<file path="config.mk">
export PLATFORM = sky130hd
export DESIGN_NAME = best_rational_approximation
export DESIGN_NICKNAME = d
export VERILOG_FILES = /design/src/rtl/core/brat_pkg.sv /design/src/rtl/core/brat_mul.sv /design/src/rtl/core/brat_div.sv /design/src/rtl/core/brat_dp.sv /design/src/rtl/core/brat_ctrl.sv /design/src/rtl/core/best_rational_approximation.sv
export SDC_FILE = /design/constraint.sdc
export NUM_CORES = 2
export LEC_CHECK = 0
export BUFFER_PORTS_ARGS = -buffer_cell sky130_fd_sc_hd__buf_2
export CORE_MARGIN = 2
export CORE_UTILIZATION = 40
export DETAILED_ROUTE_END_ITERATION = 16
export GPL_TIMING_DRIVEN = 0
export PLACE_DENSITY = 0.65
export SYNTH_ARGS = -nofsm -noshare
export SYNTH_HDL_FRONTEND = slang
export SYNTH_SLANG_ARGS = --single-unit
</file>
<file path="constraint.sdc">
create_clock -name clock -period 8.01 [get_ports clock]
set_clock_uncertainty 0.15 [all_clocks]
set_input_delay 1.2015 -clock clock [delete_from_list [all_inputs] [get_ports clock]]
set_output_delay 1.2015 -clock clock [all_outputs]
set_load 0.03 [all_outputs]
</file>
<file path="src/rtl/core/brat_pkg.sv">
// Shared types and constants of the best rational approximation block.
`default_nettype none
package brat_pkg;

   localparam int unsigned CSR_DATA_W          = 32;
   localparam int unsigned CSR_EB_W            = 32;
   localparam int unsigned CNT_W               = 8;
   localparam int unsigned CSR_DENOM_LIMIT_RST = 1048575;

   localparam logic CSR_DENOM_LIMIT = 1'b0;
   localparam logic CSR_ERROR_BOUND = 1'b1;

   // datapath operations
   localparam logic [3:0] OP_NONE = 4'd0;
   localparam logic [3:0] OP_INIT = 4'd1;
   localparam logic [3:0] OP_P    = 4'd2;
   localparam logic [3:0] OP_Q    = 4'd3;
   localparam logic [3:0] OP_DIV  = 4'd4;
   localparam logic [3:0] OP_DML  = 4'd5;
   localparam logic [3:0] OP_DMR  = 4'd6;
   localparam logic [3:0] OP_K    = 4'd7;
   localparam logic [3:0] OP_NML  = 4'd8;
   localparam logic [3:0] OP_NMR  = 4'd9;
   localparam logic [3:0] OP_LHS  = 4'd10;
   localparam logic [3:0] OP_UPD  = 4'd11;
   localparam logic [3:0] OP_PDR  = 4'd12;
   localparam logic [3:0] OP_QDL  = 4'd13;
   localparam logic [3:0] OP_ERR  = 4'd14;
   localparam logic [3:0] OP_NEXT = 4'd15;

   localparam logic [1:0] SIDE_0 = 2'd0;
   localparam logic [1:0] SIDE_L = 2'd1;
   localparam logic [1:0] SIDE_R = 2'd2;

   typedef struct packed {
      logic [3:0] op;
      logic       go;
      logic       load;
      logic       emit;
   } cmd_type;

   typedef struct packed {
      logic done;
      logic t_zero;
      logic side_zero;
      logic dm_gt;
      logic hit;
      logic stop;
   } sts_type;

endpackage
`default_nettype wire

</file>
<file path="src/rtl/core/brat_mul.sv">
// Serial shift-add multiplier, one bit of the narrow operand per cycle.
`default_nettype none
module brat_mul #(
   parameter int AW = 52,
   parameter int BW = 21
) (
   input  wire logic               clock,
   input  wire logic               reset,
   input  wire logic               start,
   input  wire logic [AW-1:0]      a,
   input  wire logic [BW-1:0]      b,
   output logic                    done,
   output logic [AW+BW-1:0]        product
);
   localparam int PW  = AW + BW;
   localparam int CNW = $clog2(BW + 1);

   logic [PW-1:0]  acc_ff;
   logic [PW-1:0]  a_sh_ff;
   logic [BW-1:0]  b_sh_ff;
   logic [CNW-1:0] cnt_ff;
   logic           busy_ff;
   logic           done_ff;

   always_ff @(posedge clock) begin
      if (reset) begin
         busy_ff <= 1'b0;
         done_ff <= 1'b0;
         cnt_ff  <= '0;
      end else begin
         done_ff <= !start && busy_ff && (cnt_ff == CNW'(1));
         if (start) begin
            busy_ff <= 1'b1;
            cnt_ff  <= CNW'(BW);
         end else if (busy_ff) begin
            cnt_ff <= cnt_ff - CNW'(1);
            if (cnt_ff == CNW'(1)) busy_ff <= 1'b0;
         end
      end
   end

   always_ff @(posedge clock) begin
      if (start) begin
         acc_ff  <= '0;
         a_sh_ff <= PW'(a);
         b_sh_ff <= b;
      end else if (busy_ff) begin
         if (b_sh_ff[0]) acc_ff <= acc_ff + a_sh_ff;
         a_sh_ff <= a_sh_ff << 1;
         b_sh_ff <= b_sh_ff >> 1;
      end
   end

   assign done    = done_ff;
   assign product = acc_ff;
endmodule
`default_nettype wire

</file>
<file path="src/rtl/core/brat_div.sv">
// Restoring divider, one quotient bit per cycle.
`default_nettype none
module brat_div #(
   parameter int WIDTH = 52
) (
   input  wire logic             clock,
   input  wire logic             reset,
   input  wire logic             start,
   input  wire logic [WIDTH-1:0] dividend,
   input  wire logic [WIDTH-1:0] divisor,
   output logic                  done,
   output logic [WIDTH-1:0]      quotient
);
   localparam int CNW = $clog2(WIDTH + 1);

   logic [WIDTH-1:0] rem_ff;
   logic [WIDTH-1:0] quo_ff;
   logic [WIDTH-1:0] dvs_ff;
   logic [CNW-1:0]   cnt_ff;
   logic             busy_ff;
   logic             done_ff;
   logic [WIDTH:0]   shifted;
   logic [WIDTH:0]   diff;
   logic             ge;

   always_comb begin
      shifted = {rem_ff, quo_ff[WIDTH-1]};
      diff    = shifted - {1'b0, dvs_ff};
      ge      = shifted >= {1'b0, dvs_ff};
   end

   always_ff @(posedge clock) begin
      if (reset) begin
         busy_ff <= 1'b0;
         done_ff <= 1'b0;
         cnt_ff  <= '0;
      end else begin
         done_ff <= !start && busy_ff && (cnt_ff == CNW'(1));
         if (start) begin
            busy_ff <= 1'b1;
            cnt_ff  <= CNW'(WIDTH);
         end else if (busy_ff) begin
            cnt_ff <= cnt_ff - CNW'(1);
            if (cnt_ff == CNW'(1)) busy_ff <= 1'b0;
         end
      end
   end

   always_ff @(posedge clock) begin
      if (start) begin
         rem_ff <= '0;
         quo_ff <= dividend;
         dvs_ff <= divisor;
      end else if (busy_ff) begin
         rem_ff <= ge ? diff[WIDTH-1:0] : shifted[WIDTH-1:0];
         quo_ff <= {quo_ff[WIDTH-2:0], ge};
      end
   end

   assign done     = done_ff;
   assign quotient = quo_ff;
endmodule
`default_nettype wire

</file>
<file path="src/rtl/core/brat_dp.sv">
// Datapath: search registers, config registers, shared multiplier and divider.
`default_nettype none
module brat_dp #(
   parameter int FRAC_BITS  = 32,
   parameter int DENOM_BITS = 20
) (
   input  wire logic                          clock,
   input  wire logic                          reset,
   input  wire brat_pkg::cmd_type             cmd,
   output brat_pkg::sts_type                  sts,
   input  wire logic                          csr_we,
   input  wire logic                          csr_index,
   input  wire logic [brat_pkg::CSR_DATA_W-1:0] csr_wdata,
   input  wire logic [FRAC_BITS-1:0]          req_target_fraction,
   output logic [DENOM_BITS-1:0]              rsp_numerator,
   output logic [DENOM_BITS-1:0]              rsp_denominator,
   output logic signed [FRAC_BITS:0]          rsp_signed_error,
   output logic [brat_pkg::CNT_W-1:0]         rsp_iteration_count
);
   import brat_pkg::*;

   localparam int F   = FRAC_BITS;
   localparam int D   = DENOM_BITS;
   localparam int W   = F + D;
   localparam int BW  = D + 1;
   localparam int PW  = W + BW;
   localparam int DMW = 2 * D + 1;
   localparam int CW  = (F + 1 > CSR_EB_W) ? F + 1 : CSR_EB_W;

   logic [D-1:0]        denom_limit_ff;
   logic [CSR_EB_W-1:0] error_bound_ff;
   logic [F-1:0]        t_ff;
   logic [D-1:0]        lmax_ff, cur_ff;
   logic [D-1:0]        nl_ff, dl_ff, nr_ff, dr_ff;
   logic [W-1:0]        p_ff, q_ff;
   logic [BW-1:0]       bl_ff, br_ff;
   logic [1:0]          side_ff;
   logic [DMW-1:0]      dm_ff;
   logic [D-1:0]        nm_ff;
   logic [W-1:0]        lhs_ff;
   logic [PW-1:0]       x_ff;
   logic [D-1:0]        n_ff, d_ff;
   logic [F:0]          e_ff;
   logic [CNT_W-1:0]    total_ff;
   logic [3:0]          pend_ff;
   logic                done_ff;
   logic [D-1:0]        on_ff, od_ff;
   logic [F:0]          oe_ff;
   logic [CNT_W-1:0]    ot_ff;

   logic          is_mul, is_div, mul_go, div_go, mul_done, div_done;
   logic [W-1:0]  mul_a;
   logic [BW-1:0] mul_b;
   logic [PW-1:0] mprod;
   logic [W-1:0]  div_n, div_d, dquot;
   logic [W-1:0]  rhs;
   logic [BW-1:0] sat_q, kval;
   logic [D-1:0]  lim_ld;
   logic [D+3:0]  c10;
   logic [F:0]    mag;
   logic [CW-1:0] mag_x, eb_x;

   always_comb begin
      is_mul = 1'b0;
      is_div = 1'b0;
      mul_a  = '0;
      mul_b  = '0;
      div_n  = '0;
      div_d  = '0;
      case (cmd.op)
         OP_P:   begin is_mul = 1'b1; mul_a = W'(t_ff);  mul_b = BW'(dl_ff); end
         OP_Q:   begin is_mul = 1'b1; mul_a = W'(t_ff);  mul_b = BW'(dr_ff); end
         OP_DML: begin is_mul = 1'b1; mul_a = W'(dl_ff); mul_b = bl_ff; end
         OP_DMR: begin is_mul = 1'b1; mul_a = W'(dr_ff); mul_b = br_ff; end
         OP_NML: begin is_mul = 1'b1; mul_a = W'(nl_ff); mul_b = bl_ff; end
         OP_NMR: begin is_mul = 1'b1; mul_a = W'(nr_ff); mul_b = br_ff; end
         OP_LHS: begin is_mul = 1'b1; mul_a = W'(t_ff);  mul_b = BW'(dm_ff[D-1:0]); end
         OP_PDR: begin is_mul = 1'b1; mul_a = p_ff;      mul_b = BW'(dr_ff); end
         OP_QDL: begin is_mul = 1'b1; mul_a = q_ff;      mul_b = BW'(dl_ff); end
         OP_DIV: begin
            is_div = 1'b1;
            div_n  = (p_ff > q_ff) ? p_ff : q_ff;
            div_d  = (p_ff > q_ff) ? q_ff : p_ff;
         end
         OP_K: begin
            is_div = 1'b1;
            if (side_ff == SIDE_L) begin
               div_n = W'(cur_ff - dl_ff);
               div_d = W'(dr_ff);
            end else begin
               div_n = W'(cur_ff - dr_ff);
               div_d = W'(dl_ff);
            end
         end
         OP_ERR: begin
            is_div = 1'b1;
            div_n  = {n_ff, {F{1'b0}}};
            div_d  = W'(d_ff);
         end
         default: ;
      endcase
   end

   assign mul_go = cmd.go && is_mul;
   assign div_go = cmd.go && is_div;

   brat_mul #(.AW(W), .BW(BW)) u_mul (
      .clock(clock), .reset(reset), .start(mul_go), .a(mul_a), .b(mul_b),
      .done(mul_done), .product(mprod)
   );

   brat_div #(.WIDTH(W)) u_div (
      .clock(clock), .reset(reset), .start(div_go), .dividend(div_n), .divisor(div_d),
      .done(div_done), .quotient(dquot)
   );

   always_comb begin
      rhs    = {nm_ff, {F{1'b0}}};
      sat_q  = (|dquot[W-1:D]) ? {1'b1, {D{1'b0}}} : {1'b0, dquot[D-1:0]};
      kval   = (dquot[D-1:0] == '0) ? BW'(1) : {1'b0, dquot[D-1:0]};
      lim_ld = (denom_limit_ff == '0) ? D'(1) : denom_limit_ff;
      c10    = ({4'b0, cur_ff} << 3) + ({4'b0, cur_ff} << 1);
      mag    = e_ff[F] ? (~e_ff + (F+1)'(1)) : e_ff;
      mag_x  = CW'(mag);
      eb_x   = CW'(error_bound_ff);
   end

   // control registers
   always_ff @(posedge clock) begin
      if (reset) begin
         denom_limit_ff <= D'(CSR_DENOM_LIMIT_RST);
         error_bound_ff <= '0;
         done_ff        <= 1'b0;
      end else begin
         if (csr_we) begin
            if (csr_index == CSR_DENOM_LIMIT) denom_limit_ff <= csr_wdata[D-1:0];
            else error_bound_ff <= csr_wdata[CSR_EB_W-1:0];
         end
         done_ff <= (cmd.go && !is_mul && !is_div) || mul_done || div_done;
      end
   end

   // search registers
   always_ff @(posedge clock) begin
      if (cmd.load) begin
         t_ff     <= req_target_fraction;
         lmax_ff  <= lim_ld;
         cur_ff   <= (error_bound_ff == '0) ? lim_ld : D'(1);
         total_ff <= '0;
      end
      if (cmd.go) begin
         pend_ff <= cmd.op;
         case (cmd.op)
            OP_INIT: begin
               nl_ff <= '0;     dl_ff <= D'(1);
               nr_ff <= D'(1);  dr_ff <= D'(1);
               n_ff  <= '0;     d_ff  <= D'(1);
            end
            OP_DIV: begin
               if (total_ff != '1) total_ff <= total_ff + CNT_W'(1);
               if (p_ff > q_ff)      side_ff <= SIDE_L;
               else if (p_ff < q_ff) side_ff <= SIDE_R;
               else                  side_ff <= SIDE_0;
            end
            OP_UPD: begin
               if (lhs_ff == rhs) begin
                  n_ff <= nm_ff;
                  d_ff <= dm_ff[D-1:0];
               end else if (lhs_ff < rhs) begin
                  nr_ff <= nm_ff;
                  dr_ff <= dm_ff[D-1:0];
               end else begin
                  nl_ff <= nm_ff;
                  dl_ff <= dm_ff[D-1:0];
               end
            end
            OP_NEXT: cur_ff <= (c10 > (D+4)'(lmax_ff)) ? lmax_ff : c10[D-1:0];
            default: ;
         endcase
      end
      if (mul_done) begin
         case (pend_ff)
            OP_P:   p_ff   <= mprod[W-1:0] - {nl_ff, {F{1'b0}}};
            OP_Q:   q_ff   <= {nr_ff, {F{1'b0}}} - mprod[W-1:0];
            OP_DML: dm_ff  <= mprod[DMW-1:0];
            OP_DMR: dm_ff  <= dm_ff + mprod[DMW-1:0];
            OP_NML: nm_ff  <= mprod[D-1:0];
            OP_NMR: nm_ff  <= nm_ff + mprod[D-1:0];
            OP_LHS: lhs_ff <= mprod[W-1:0];
            OP_PDR: x_ff   <= mprod;
            OP_QDL: begin
               // tie goes to the left end point
               if (x_ff <= mprod) begin
                  n_ff <= nl_ff; d_ff <= dl_ff;
               end else begin
                  n_ff <= nr_ff; d_ff <= dr_ff;
               end
            end
            default: ;
         endcase
      end
      if (div_done) begin
         case (pend_ff)
            OP_DIV: begin
               if (side_ff == SIDE_L) begin
                  bl_ff <= BW'(1); br_ff <= sat_q;
               end else if (side_ff == SIDE_R) begin
                  bl_ff <= sat_q;  br_ff <= BW'(1);
               end else begin
                  bl_ff <= BW'(1); br_ff <= BW'(1);
               end
            end
            OP_K: begin
               if (side_ff == SIDE_L) br_ff <= kval;
               else bl_ff <= kval;
            end
            OP_ERR: e_ff <= {1'b0, t_ff} - dquot[F:0];
            default: ;
         endcase
      end
      if (cmd.emit) begin
         on_ff <= n_ff;
         od_ff <= d_ff;
         oe_ff <= e_ff;
         ot_ff <= total_ff;
      end
   end

   always_comb begin
      sts.done      = done_ff;
      sts.t_zero    = (t_ff == '0);
      sts.side_zero = (side_ff == SIDE_0);
      sts.dm_gt     = dm_ff > DMW'(cur_ff);
      sts.hit       = (lhs_ff == rhs);
      sts.stop      = (mag_x <= eb_x) || (cur_ff >= lmax_ff);
   end

   assign rsp_numerator       = on_ff;
   assign rsp_denominator     = od_ff;
   assign rsp_signed_error    = $signed(oe_ff);
   assign rsp_iteration_count = ot_ff;
endmodule
`default_nettype wire

</file>
<file path="src/rtl/core/brat_ctrl.sv">
// Controller: sequences the search operations and owns both handshakes.
`default_nettype none
module brat_ctrl (
   input  wire logic              clock,
   input  wire logic              reset,
   input  wire logic              req_valid,
   output logic                   req_ready,
   output logic                   rsp_valid,
   input  wire logic              rsp_ready,
   output brat_pkg::cmd_type      cmd,
   input  wire brat_pkg::sts_type sts
);
   import brat_pkg::*;

   localparam logic [4:0] ST_IDLE = 5'd0;
   localparam logic [4:0] ST_INIT = 5'd1;
   localparam logic [4:0] ST_P    = 5'd2;
   localparam logic [4:0] ST_Q    = 5'd3;
   localparam logic [4:0] ST_DIV  = 5'd4;
   localparam logic [4:0] ST_DML  = 5'd5;
   localparam logic [4:0] ST_DMR  = 5'd6;
   localparam logic [4:0] ST_K    = 5'd7;
   localparam logic [4:0] ST_DML2 = 5'd8;
   localparam logic [4:0] ST_DMR2 = 5'd9;
   localparam logic [4:0] ST_NML  = 5'd10;
   localparam logic [4:0] ST_NMR  = 5'd11;
   localparam logic [4:0] ST_LHS  = 5'd12;
   localparam logic [4:0] ST_UPD  = 5'd13;
   localparam logic [4:0] ST_FP   = 5'd14;
   localparam logic [4:0] ST_FQ   = 5'd15;
   localparam logic [4:0] ST_PDR  = 5'd16;
   localparam logic [4:0] ST_QDL  = 5'd17;
   localparam logic [4:0] ST_ERR  = 5'd18;
   localparam logic [4:0] ST_CHK  = 5'd19;
   localparam logic [4:0] ST_NEXT = 5'd20;
   localparam logic [4:0] ST_DONE = 5'd21;

   logic [4:0] state_ff, state_in;
   logic       issued_ff, issued_in;
   logic       rsp_valid_ff, rsp_valid_in;
   logic [3:0] op;
   logic       emit;

   always_comb begin
      state_in = state_ff;
      op       = OP_NONE;
      emit     = 1'b0;
      case (state_ff)
         ST_IDLE: if (req_valid) state_in = ST_INIT;
         ST_INIT: begin
            op = OP_INIT;
            if (sts.done) state_in = sts.t_zero ? ST_ERR : ST_P;
         end
         ST_P:   begin op = OP_P;   if (sts.done) state_in = ST_Q;   end
         ST_Q:   begin op = OP_Q;   if (sts.done) state_in = ST_DIV; end
         ST_DIV: begin op = OP_DIV; if (sts.done) state_in = ST_DML; end
         ST_DML: begin op = OP_DML; if (sts.done) state_in = ST_DMR; end
         ST_DMR: begin
            op = OP_DMR;
            if (sts.done) begin
               if (!sts.dm_gt)        state_in = ST_NML;
               else if (sts.side_zero) state_in = ST_FP;
               else                    state_in = ST_K;
            end
         end
         ST_K:    begin op = OP_K;   if (sts.done) state_in = ST_DML2; end
         ST_DML2: begin op = OP_DML; if (sts.done) state_in = ST_DMR2; end
         ST_DMR2: begin
            // still over the limit after clamping: stop on the end points
            op = OP_DMR;
            if (sts.done) state_in = sts.dm_gt ? ST_FP : ST_NML;
         end
         ST_NML: begin op = OP_NML; if (sts.done) state_in = ST_NMR; end
         ST_NMR: begin op = OP_NMR; if (sts.done) state_in = ST_LHS; end
         ST_LHS: begin op = OP_LHS; if (sts.done) state_in = ST_UPD; end
         ST_UPD: begin
            op = OP_UPD;
            if (sts.done) state_in = sts.hit ? ST_ERR : ST_P;
         end
         ST_FP:   begin op = OP_P;   if (sts.done) state_in = ST_FQ;  end
         ST_FQ:   begin op = OP_Q;   if (sts.done) state_in = ST_PDR; end
         ST_PDR:  begin op = OP_PDR; if (sts.done) state_in = ST_QDL; end
         ST_QDL:  begin op = OP_QDL; if (sts.done) state_in = ST_ERR; end
         ST_ERR:  begin op = OP_ERR; if (sts.done) state_in = ST_CHK; end
         ST_CHK:  state_in = sts.stop ? ST_DONE : ST_NEXT;
         ST_NEXT: begin op = OP_NEXT; if (sts.done) state_in = ST_INIT; end
         ST_DONE: begin
            if (!rsp_valid_ff || rsp_ready) begin
               emit     = 1'b1;
               state_in = ST_IDLE;
            end
         end
         default: state_in = ST_IDLE;
      endcase
   end

   always_comb begin
      cmd.op   = op;
      cmd.go   = (op != OP_NONE) && !issued_ff;
      cmd.load = (state_ff == ST_IDLE) && req_valid;
      cmd.emit = emit;
      issued_in    = sts.done ? 1'b0 : (issued_ff || cmd.go);
      rsp_valid_in = emit ? 1'b1 : (rsp_valid_ff && !rsp_ready);
   end

   always_ff @(posedge clock) begin
      if (reset) begin
         state_ff     <= ST_IDLE;
         issued_ff    <= 1'b0;
         rsp_valid_ff <= 1'b0;
      end else begin
         state_ff     <= state_in;
         issued_ff    <= issued_in;
         rsp_valid_ff <= rsp_valid_in;
      end
   end

   assign req_ready = (state_ff == ST_IDLE);
   assign rsp_valid = rsp_valid_ff;
endmodule
`default_nettype wire

</file>
<file path="src/rtl/core/best_rational_approximation.sv">
// Top level of the best rational approximation block.
//
// Usage: an item on req_ (target_fraction, a fraction of 2^FRAC_BITS) is taken
// when req_valid and req_ready are high; one result (numerator, denominator,
// signed_error, iteration_count) leaves on rsp_ per item, valid/ready.
// csr_we writes register csr_index (0 denominator limit, 1 error_bound) from
// csr_wdata. The user writes only while no item is in flight; the block itself
// has no guard for this.
// Operation: one item at a time. Each multiply op runs on the serial
// multiplier and each division op on the restoring divider. A plain mediant
// step is seven multiplies, one division and an update; a step that clamps
// adds a division and two multiplies. A search costs its steps plus the
// closing compare and error division, and with error_bound set the searches
// for limits 1, 10, 100 and on up to the denominator limit add up.
// The result sits in an output register, so the next item is taken while the
// previous result waits; a stalled receiver holds the block only once a
// second result is ready to be written.
// Reset (synchronous, active high) empties the block and sets the denominator
// limit to its full value and error_bound to zero.
`default_nettype none
module best_rational_approximation #(
   parameter int FRAC_BITS  = 32,
   parameter int DENOM_BITS = 20
) (
   input  wire logic                            clock,
   input  wire logic                            reset,
   input  wire logic                            req_valid,
   output logic                                 req_ready,
   input  wire logic [FRAC_BITS-1:0]            req_target_fraction,
   output logic                                 rsp_valid,
   input  wire logic                            rsp_ready,
   output logic [DENOM_BITS-1:0]                rsp_numerator,
   output logic [DENOM_BITS-1:0]                rsp_denominator,
   output logic signed [FRAC_BITS:0]            rsp_signed_error,
   output logic [brat_pkg::CNT_W-1:0]           rsp_iteration_count,
   input  wire logic                            csr_we,
   input  wire logic                            csr_index,
   input  wire logic [brat_pkg::CSR_DATA_W-1:0] csr_wdata
);
   import brat_pkg::*;

   cmd_type cmd;
   sts_type sts;

   brat_ctrl u_ctrl (
      .clock(clock), .reset(reset),
      .req_valid(req_valid), .req_ready(req_ready),
      .rsp_valid(rsp_valid), .rsp_ready(rsp_ready),
      .cmd(cmd), .sts(sts)
   );

   brat_dp #(.FRAC_BITS(FRAC_BITS), .DENOM_BITS(DENOM_BITS)) u_dp (
      .clock(clock), .reset(reset), .cmd(cmd), .sts(sts),
      .csr_we(csr_we), .csr_index(csr_index), .csr_wdata(csr_wdata),
      .req_target_fraction(req_target_fraction),
      .rsp_numerator(rsp_numerator), .rsp_denominator(rsp_denominator),
      .rsp_signed_error(rsp_signed_error), .rsp_iteration_count(rsp_iteration_count)
   );

`ifndef SYNTHESIS
   a_emit_valid: assert property (@(posedge clock) disable iff (reset)
      cmd.emit |=> rsp_valid) else $error("result not presented after emit");
   a_go_done: assert property (@(posedge clock) disable iff (reset)
      !(cmd.go && sts.done)) else $error("operation issued while one completes");
   a_denom: assert property (@(posedge clock) disable iff (reset)
      rsp_valid |-> (rsp_denominator != '0 && rsp_numerator <= rsp_denominator))
      else $error("result fraction out of range");
`endif
endmodule
`default_nettype wire

</file>
**After elaboration in Yosys (flattened, before gate mapping)**

Index checks and enable logic that the tools add are counted.

- Register bits: 1,050
- Bits of input ports: 70
- Output and inout bits: 83

- Add/sub/neg operators: 14
- Magnitude comparators: 9
- Equality and inequality tests: 80
- Muxes and demuxes: 106
- Bitwise operators: 2
- Reduce and logical (&&, ||, !) cells: 67

Operators with widths:

| operator | number |
|---|---|
| $mux 20 | 26 |
| $mux 52 | 8 |
| $pmux 52 s7 | 1 |
| $pmux 52 s3 | 2 |
| $pmux 20 s2 | 7 |
| $mux 21 | 8 |
| $sub 52x52->52 | 3 |
| $mux 5 | 26 |
| $pmux 5 s22 | 1 |
| $pmux 21 s5 | 1 |
| $lt 52x52->1 | 2 |
| $pmux 21 s2 | 2 |
| $pmux 41 s2 | 1 |
| $add 73x73->73 | 1 |
| $le 73x73->1 | 1 |
| $logic_not 32->1 | 2 |
| $pmux 4 s15 | 1 |
| $eq 4x4->1 const B | 14 |
| $ge 53x52->1 | 1 |
| $eq 52x52->1 | 1 |
| $gt 52x52->1 | 1 |
| $ne 2x1->1 const B | 22 |
| $sub 20x20->21 | 2 |
| $add 41x41->41 | 1 |
| other kinds (49) | 143 |

**Longest topological paths before layout**

- Word-level depth: 11
- Depth in mapped cells: 21
- Gate-level depth less buffers: 21

**Modules after synthesis**

A second synthesis with hierarchy kept.

- Cells, all modules: 6,566
- Area, all modules: 65,004.8 µm²

Modules (own cells, without submodules):

| module | times used | cells each | area each (µm²) |
|---|---|---|---|
| brat_dp | 1 | 4,260 | 43,576.8 |
| brat_mul | 1 | 1,197 | 10,901.7 |
| brat_div | 1 | 1,014 | 9,849.4 |
| brat_ctrl | 1 | 95 | 676.9 |

**Worst setup path before layout**

Ideal clock, no wire load.

- Path type: input port to flip-flop
- Start point: in rsp_ready
- End point: reg u_dp.od_ff[0] (netlist: u_dp.rsp_denominator[0]), enable pin
- Library setup time: 620 ps
- Arrival: 6,739 ps
- Required time: 7,240 ps
- Slack: 501 ps
- Stages: 2
- Path buffers: 0
- Path through: nor2b_1 nor3_1

RTL lines:

| element | RTL line | RTL |
|---|---|---|
| start: declaration | best_rational_approximation.sv:31 | `input wire logic rsp_ready,` |
| end signal: assignment | brat_dp.sv:223 | `od_ff <= d_ff;` |
| end: declaration | brat_dp.sv:47 | `logic [D-1:0] on_ff, od_ff;` |

**Worst setup path after layout**

- Start point: reg u_dp.side_ff[0]
- End point: reg u_dp.u_div.quo_ff[29] (netlist: u_dp.u_div.quotient[29]) (data pin)

- Word-level cells in the longest chain between the ends: 4

Ends and longest elaborated chain:

| element | RTL line | RTL |
|---|---|---|
| start: declaration | brat_dp.sv:37 | `logic [1:0] side_ff;` |
| start signal: assignment | brat_dp.sv:161 | `if (p_ff > q_ff) side_ff <= SIDE_L;` |
| start signal: assignment | brat_dp.sv:162 | `else if (p_ff < q_ff) side_ff <= SIDE_R;` |
| start signal: assignment | brat_dp.sv:163 | `else side_ff <= SIDE_0;` |
| $eq 2x1->1 | brat_dp.sv:87 | `if (side_ff == SIDE_L) begin` |
| $mux 52 | brat_dp.sv:87 |  |
| $pmux 52 s3 | brat_dp.sv:70 | `case (cmd.op)` |
| $mux 52 | brat_div.sv:50 | `if (start) begin` |
| end signal: assignment | brat_div.sv:52 | `quo_ff <= dividend;` |
| end signal: assignment | brat_div.sv:56 | `quo_ff <= {quo_ff[WIDTH-2:0], ge};` |
| end: declaration | brat_div.sv:17 | `logic [WIDTH-1:0] quo_ff;` |

No other way between the ends.
A chain may end at the register's enable or synchronous reset.

==> summary.txt <==
Outcome
  • Outcome: finished clean

Clocking
  • Number of setup buffers added after CTS: 0
  • Hold_buf cts: 0
  • CTS tree: yes
  • CTS resizes: 0
  • CTS max path bufs: 3
  • Clk Tree Root Cell: clkbuf_16
  • CTS H-Tree Depth: 3
  • Total CTS buffers: between 100 and 150
  • Clock Sinks: 1050
  • Clk Latency, worst-skew pair: slightly below 0.8 ns
  • Worst-path clk slew: approximately 0.060 ns

Floorplanning
  • Die W: 401 um
  • Starting Density: between 40% and 50%
  • I/O pin cnt: between 150 and 200
  • Core Area: ~160000 um2
  • Die height: roughly 400 um
  • Die area: 161000 um2
  • # rows: 145

Hold path
  • Hold Path Class: reg2reg
  • Endpoint, Worst Hold: u_ctrl.issued_ff
  • Min-Delay Path Depth: 1
  • Hold path startpoint: u_dp.done_ff

Worst setup path
  • CP Capture Type: flip-flop
  • CP max stage cell: o41ai_1
  • CP Buf/Inv Count: 4
  • Critical Path Fanout Max: 10
  • R2r endpoint: u_dp.u_div.quotient[29]
  • CP required: 8.47 ns
  • Worst path most repeated cell: a21oi_1
  • FF-to-FF setup slack: 0.73 ns
  • CP cell instances: nand2b_1 > buf_1 > clkbuf_1 > nand2_1 > nand2_1 > ha_1 > inv_1 > fa_1 > a21oi_1 > o21bai_1 > a2111oi_0 > o31ai_1 > o41ai_1 > o21ai_0 > nand2_1 > a21oi_1 > o21ai_1 > a21oi_1 > clkbuf_1 > o21a_1 > a21oi_1
  • WP data arrival: between 7 and 8 ns
  • Top cell family by delay on the critical path: compound AO/OA/AOI/OAI gates
  • Reg2Reg Depth: 21
  • Crit start category: flip-flop
  • Setup CP Type: reg2reg
  • Crit-path max cell delay: roughly 1 ns
  • Reg-to-Reg Start: u_dp.side_ff[0]

Final layout
  • Fillers: 14800
  • Synth-to-Final Area Change: 12.8%
  • Final Non-Filler Cells: 8888
  • Layout cell share with drive strength beyond 1: 7.23%
  • Final #Nets: between 7000 and 8000
  • Util after Layout: a little under half

Logic synthesis
  • Post-Syn Nets: 7020
  • Synth Area in Simple Gates: 12.8%
  • Yosys reg bits: 1050
  • Avg Inst Size Synth: around 10 um2
  • Mapped cell area: 63100 um2
  • Top FF cell, synth: edfxtp_1
  • Yosys top cell by area: edfxtp_1
  • Post-Synth Adder-Cell Area: between 10 and 15%
  • Number of synthesized flops with an enable pin: 761
  • Largest family of logic cells by synthesized area: compound AO/OA/AOI/OAI gates
  • Post-synthesis sequential area ratio: 45.4%
  • Warnings, synthesis: 0
  • Largest cells by area after synthesis: edfxtp_1 (36%), ha_1 (11%), dfxtp_1 (9.2%)
  • FFs w/ async S/R, synth: 0%
  • Multiplexer share of the synthesized area: 4.13%
  • Count leader, synth: edfxtp_1
  • Syn Inst Count: 6408
  • Synth Area in Compound Gates: 18.3%
  • Xor/xnor share of the synthesized area: 4.29%
  • Synth cell count leaders: edfxtp_1 (761), a21oi_1 (601), nand2_1 (581)
  • Count of different cell masters after synthesis: 87
  • Synth top area share: 36.2%

Route
  • Avg WL per Cell: around 25 um
  • DR iter-0 viols: between 5000 and 6000
  • Total Wirelength: 225 mm
  • DRC: 0
  • DR pass1 iterations: 8
  • Detailed-route vias per instance: 5.94
  • Vias: 52800
  • Routed Antenna Nets: 0

Pwr
  • Psw: ~0.010 W
  • Worst VDD drop: 243 uV
  • Clock Power Share: between 20% and 30%
  • Flop pwr share: 33.8%
  • Gate power share: 42.5%
  • Power Internal: 0.0142 W
  • Power Density: 342 nW/um2
  • Final Total Pwr: 0.0244 W
  • Leak: 28.0 nW
  • Sw Ratio: 41.6%

STA
  • # setup viols final: 0
  • Final slew viol count: 0
  • Slew HR: 4.38%
  • Measured slew at the worst slew-check pin: 1.43 ns
  • Final period util: 90.9%
  • Fmax: 137 MHz
  • Final Hold Fails: 0
  • Unrepaired setup endpoints after global routing: no
  • WHS: 0.272 ns
  • Final worst path period need: about 7.3 ns

Global route
  • Initial antenna violation count: 16
  • GRT Overall Usage: 27.0%
  • Pin count of the biggest net entering global routing: 62
  • First-pass GRT wire length: about 330 mm
  • Vias in the first global route: 49900
  • Remaining Overflow, GRT: 0

Job
  • MaxCap Viol Count: 0

Place
  • Placer congestion estimate: a little over 1
  • Buffers added on ports: 152
  • Inst Count DP: 8655
  • Post-detail-place hpwl: 179 mm
-- per-layer routing --
layer | GRT usage, % | share of wire (%) | wire, um
met1 | 36.7 | 42 | 94500
met3 | 4.46 | 9.0 | 20200
met2 | 41.6 | 43 | 97500
met5 | 0 | 0.040 | 89
met4 | 13.6 | 5.5 | 12400
-- area by class of cell --
class / instances / area, um2 / area share, %
multi-input combinational: 4636 / 31800 / 44.7
sequential: 1050 / 28600 / 40.2
clock buffer: 135 / 3010 / 4.23
tap: 2058 / 2570 / 3.62
inverter: 425 / 1600 / 2.24
timing repair buffer: 189 / 1270 / 1.79
buffer: 297 / 1140 / 1.60
clock inverter: 84 / 1070 / 1.51
antenna: 14 / 35.0 / 0.0492
-- cells by family after synthesis --
logic type / after synthesis
flops: 1050
simple gates: 1717
compound gates: 1812
xor+xnor: 309
buf+inv: 722
mux: 256
fa+ha+maj: 542
-- worst register-to-register path, cell delays in order, from the launching register on --
cell	delay, ns
edfxtp_1	0.43
nand2b_1	0.22
buf_1	0.68
clkbuf_1	0.68
nand2_1	0.13
nand2_1	0.24
ha_1	0.23
inv_1	0.06
fa_1	0.40
a21oi_1	0.23
o21bai_1	0.15
a2111oi_0	0.61
o31ai_1	0.21
o41ai_1	1.02
o21ai_0	0.38
nand2_1	0.18
a21oi_1	0.10
o21ai_1	0.15
a21oi_1	0.26
clkbuf_1	0.31
o21a_1	0.19
a21oi_1	0.12
-- power groups by stage --
| stage | Clock, W | Sequential [W] | Combinational [W] |
|---|---|---|---|
| after floorplan | 0 | 0.00778 | 0.00723 |
| after global placement | 0 | 0.00835 | 0.00987 |
| after detailed placement | 0 | 0.00828 | 0.0101 |
| after CTS | 0.00583 | 0.00818 | 0.0102 |
| after global routing | 0.00603 | 0.00829 | 0.0113 |
| final | 0.00577 | 0.00824 | 0.0104 |
-- layout by cell type (no fill, tap or decap), types with 42 or more instances in the layout --
master | Yosys | final
ha_1 | 534 | 534
o31ai_1 | 47 | 47
o21a_1 | 70 | 70
nand2_1 | 581 | 581
xor2_1 | 98 | 98
a22oi_1 | 108 | 108
a21o_1 | 201 | 201
nor2b_1 | 58 | 58
clkbuf_1 | 264 | 278
clkbuf_16 | 0 | 116
and3_1 | 43 | 42
nand4_1 | 98 | 98
nand2b_1 | 61 | 60
nand3_1 | 133 | 133
inv_1 | 422 | 420
buf_2 | 10 | 162
dfxtp_1 | 289 | 289
nor3_1 | 92 | 87
mux2i_1 | 220 | 220
a221oi_1 | 107 | 107
xnor2_1 | 211 | 211
o21ai_0 | 332 | 332
edfxtp_1 | 761 | 761
nor4_1 | 69 | 69
nor2_1 | 429 | 425
a21oi_1 | 601 | 600
-- worst max-delay path by stage --
stage / start / to / cells after the start
3_5_place_dp: u_dp.side_ff[0] / u_dp.u_div.quotient[29] / 21
5_1_grt: u_dp.side_ff[0] / u_dp.u_div.quotient[31] / 21
3_3_place_gp: u_ctrl.state_ff[2] / u_dp.rsp_denominator[5] / 4
6_report: u_dp.side_ff[0] / u_dp.u_div.quotient[29] / 21
2_1_floorplan: rsp_ready / u_dp.rsp_denominator[0] / 2
4_1_cts: u_dp.side_ff[0] / u_dp.u_div.quotient[29] / 21
-- sequential cells by signal (all words and copies together), names as in the netlist, 32 cells and up --
signal / count
u_dp.x_ff: 73
u_dp.e_ff: 33
u_dp.u_mul.product: 73
u_dp.u_div.quotient: 52
u_dp.u_mul.a_sh_ff: 73
u_dp.dm_ff: 41
u_dp.lhs_ff: 52
u_dp.q_ff: 52
u_dp.u_div.dvs_ff: 52
u_dp.t_ff: 32
u_dp.p_ff: 52
u_dp.u_div.rem_ff: 52
u_dp.error_bound_ff: 32
u_dp.rsp_signed_error: 33
-- stage by stage --
stage | setup slack (ns) | area [um2] | TNS, ns
after detailed placement | 0.992 | 67100 | 0
after global placement | -3.94 | 66500 | -479.55
after floorplan | 0.501 | 63100 | 0
after global routing | 0.412 | 71100 | 0
final | 0.733 | 71200 | 0
after CTS | 0.980 | 71100 | 0
Note: power is estimated with default switching activity, not from simulation.
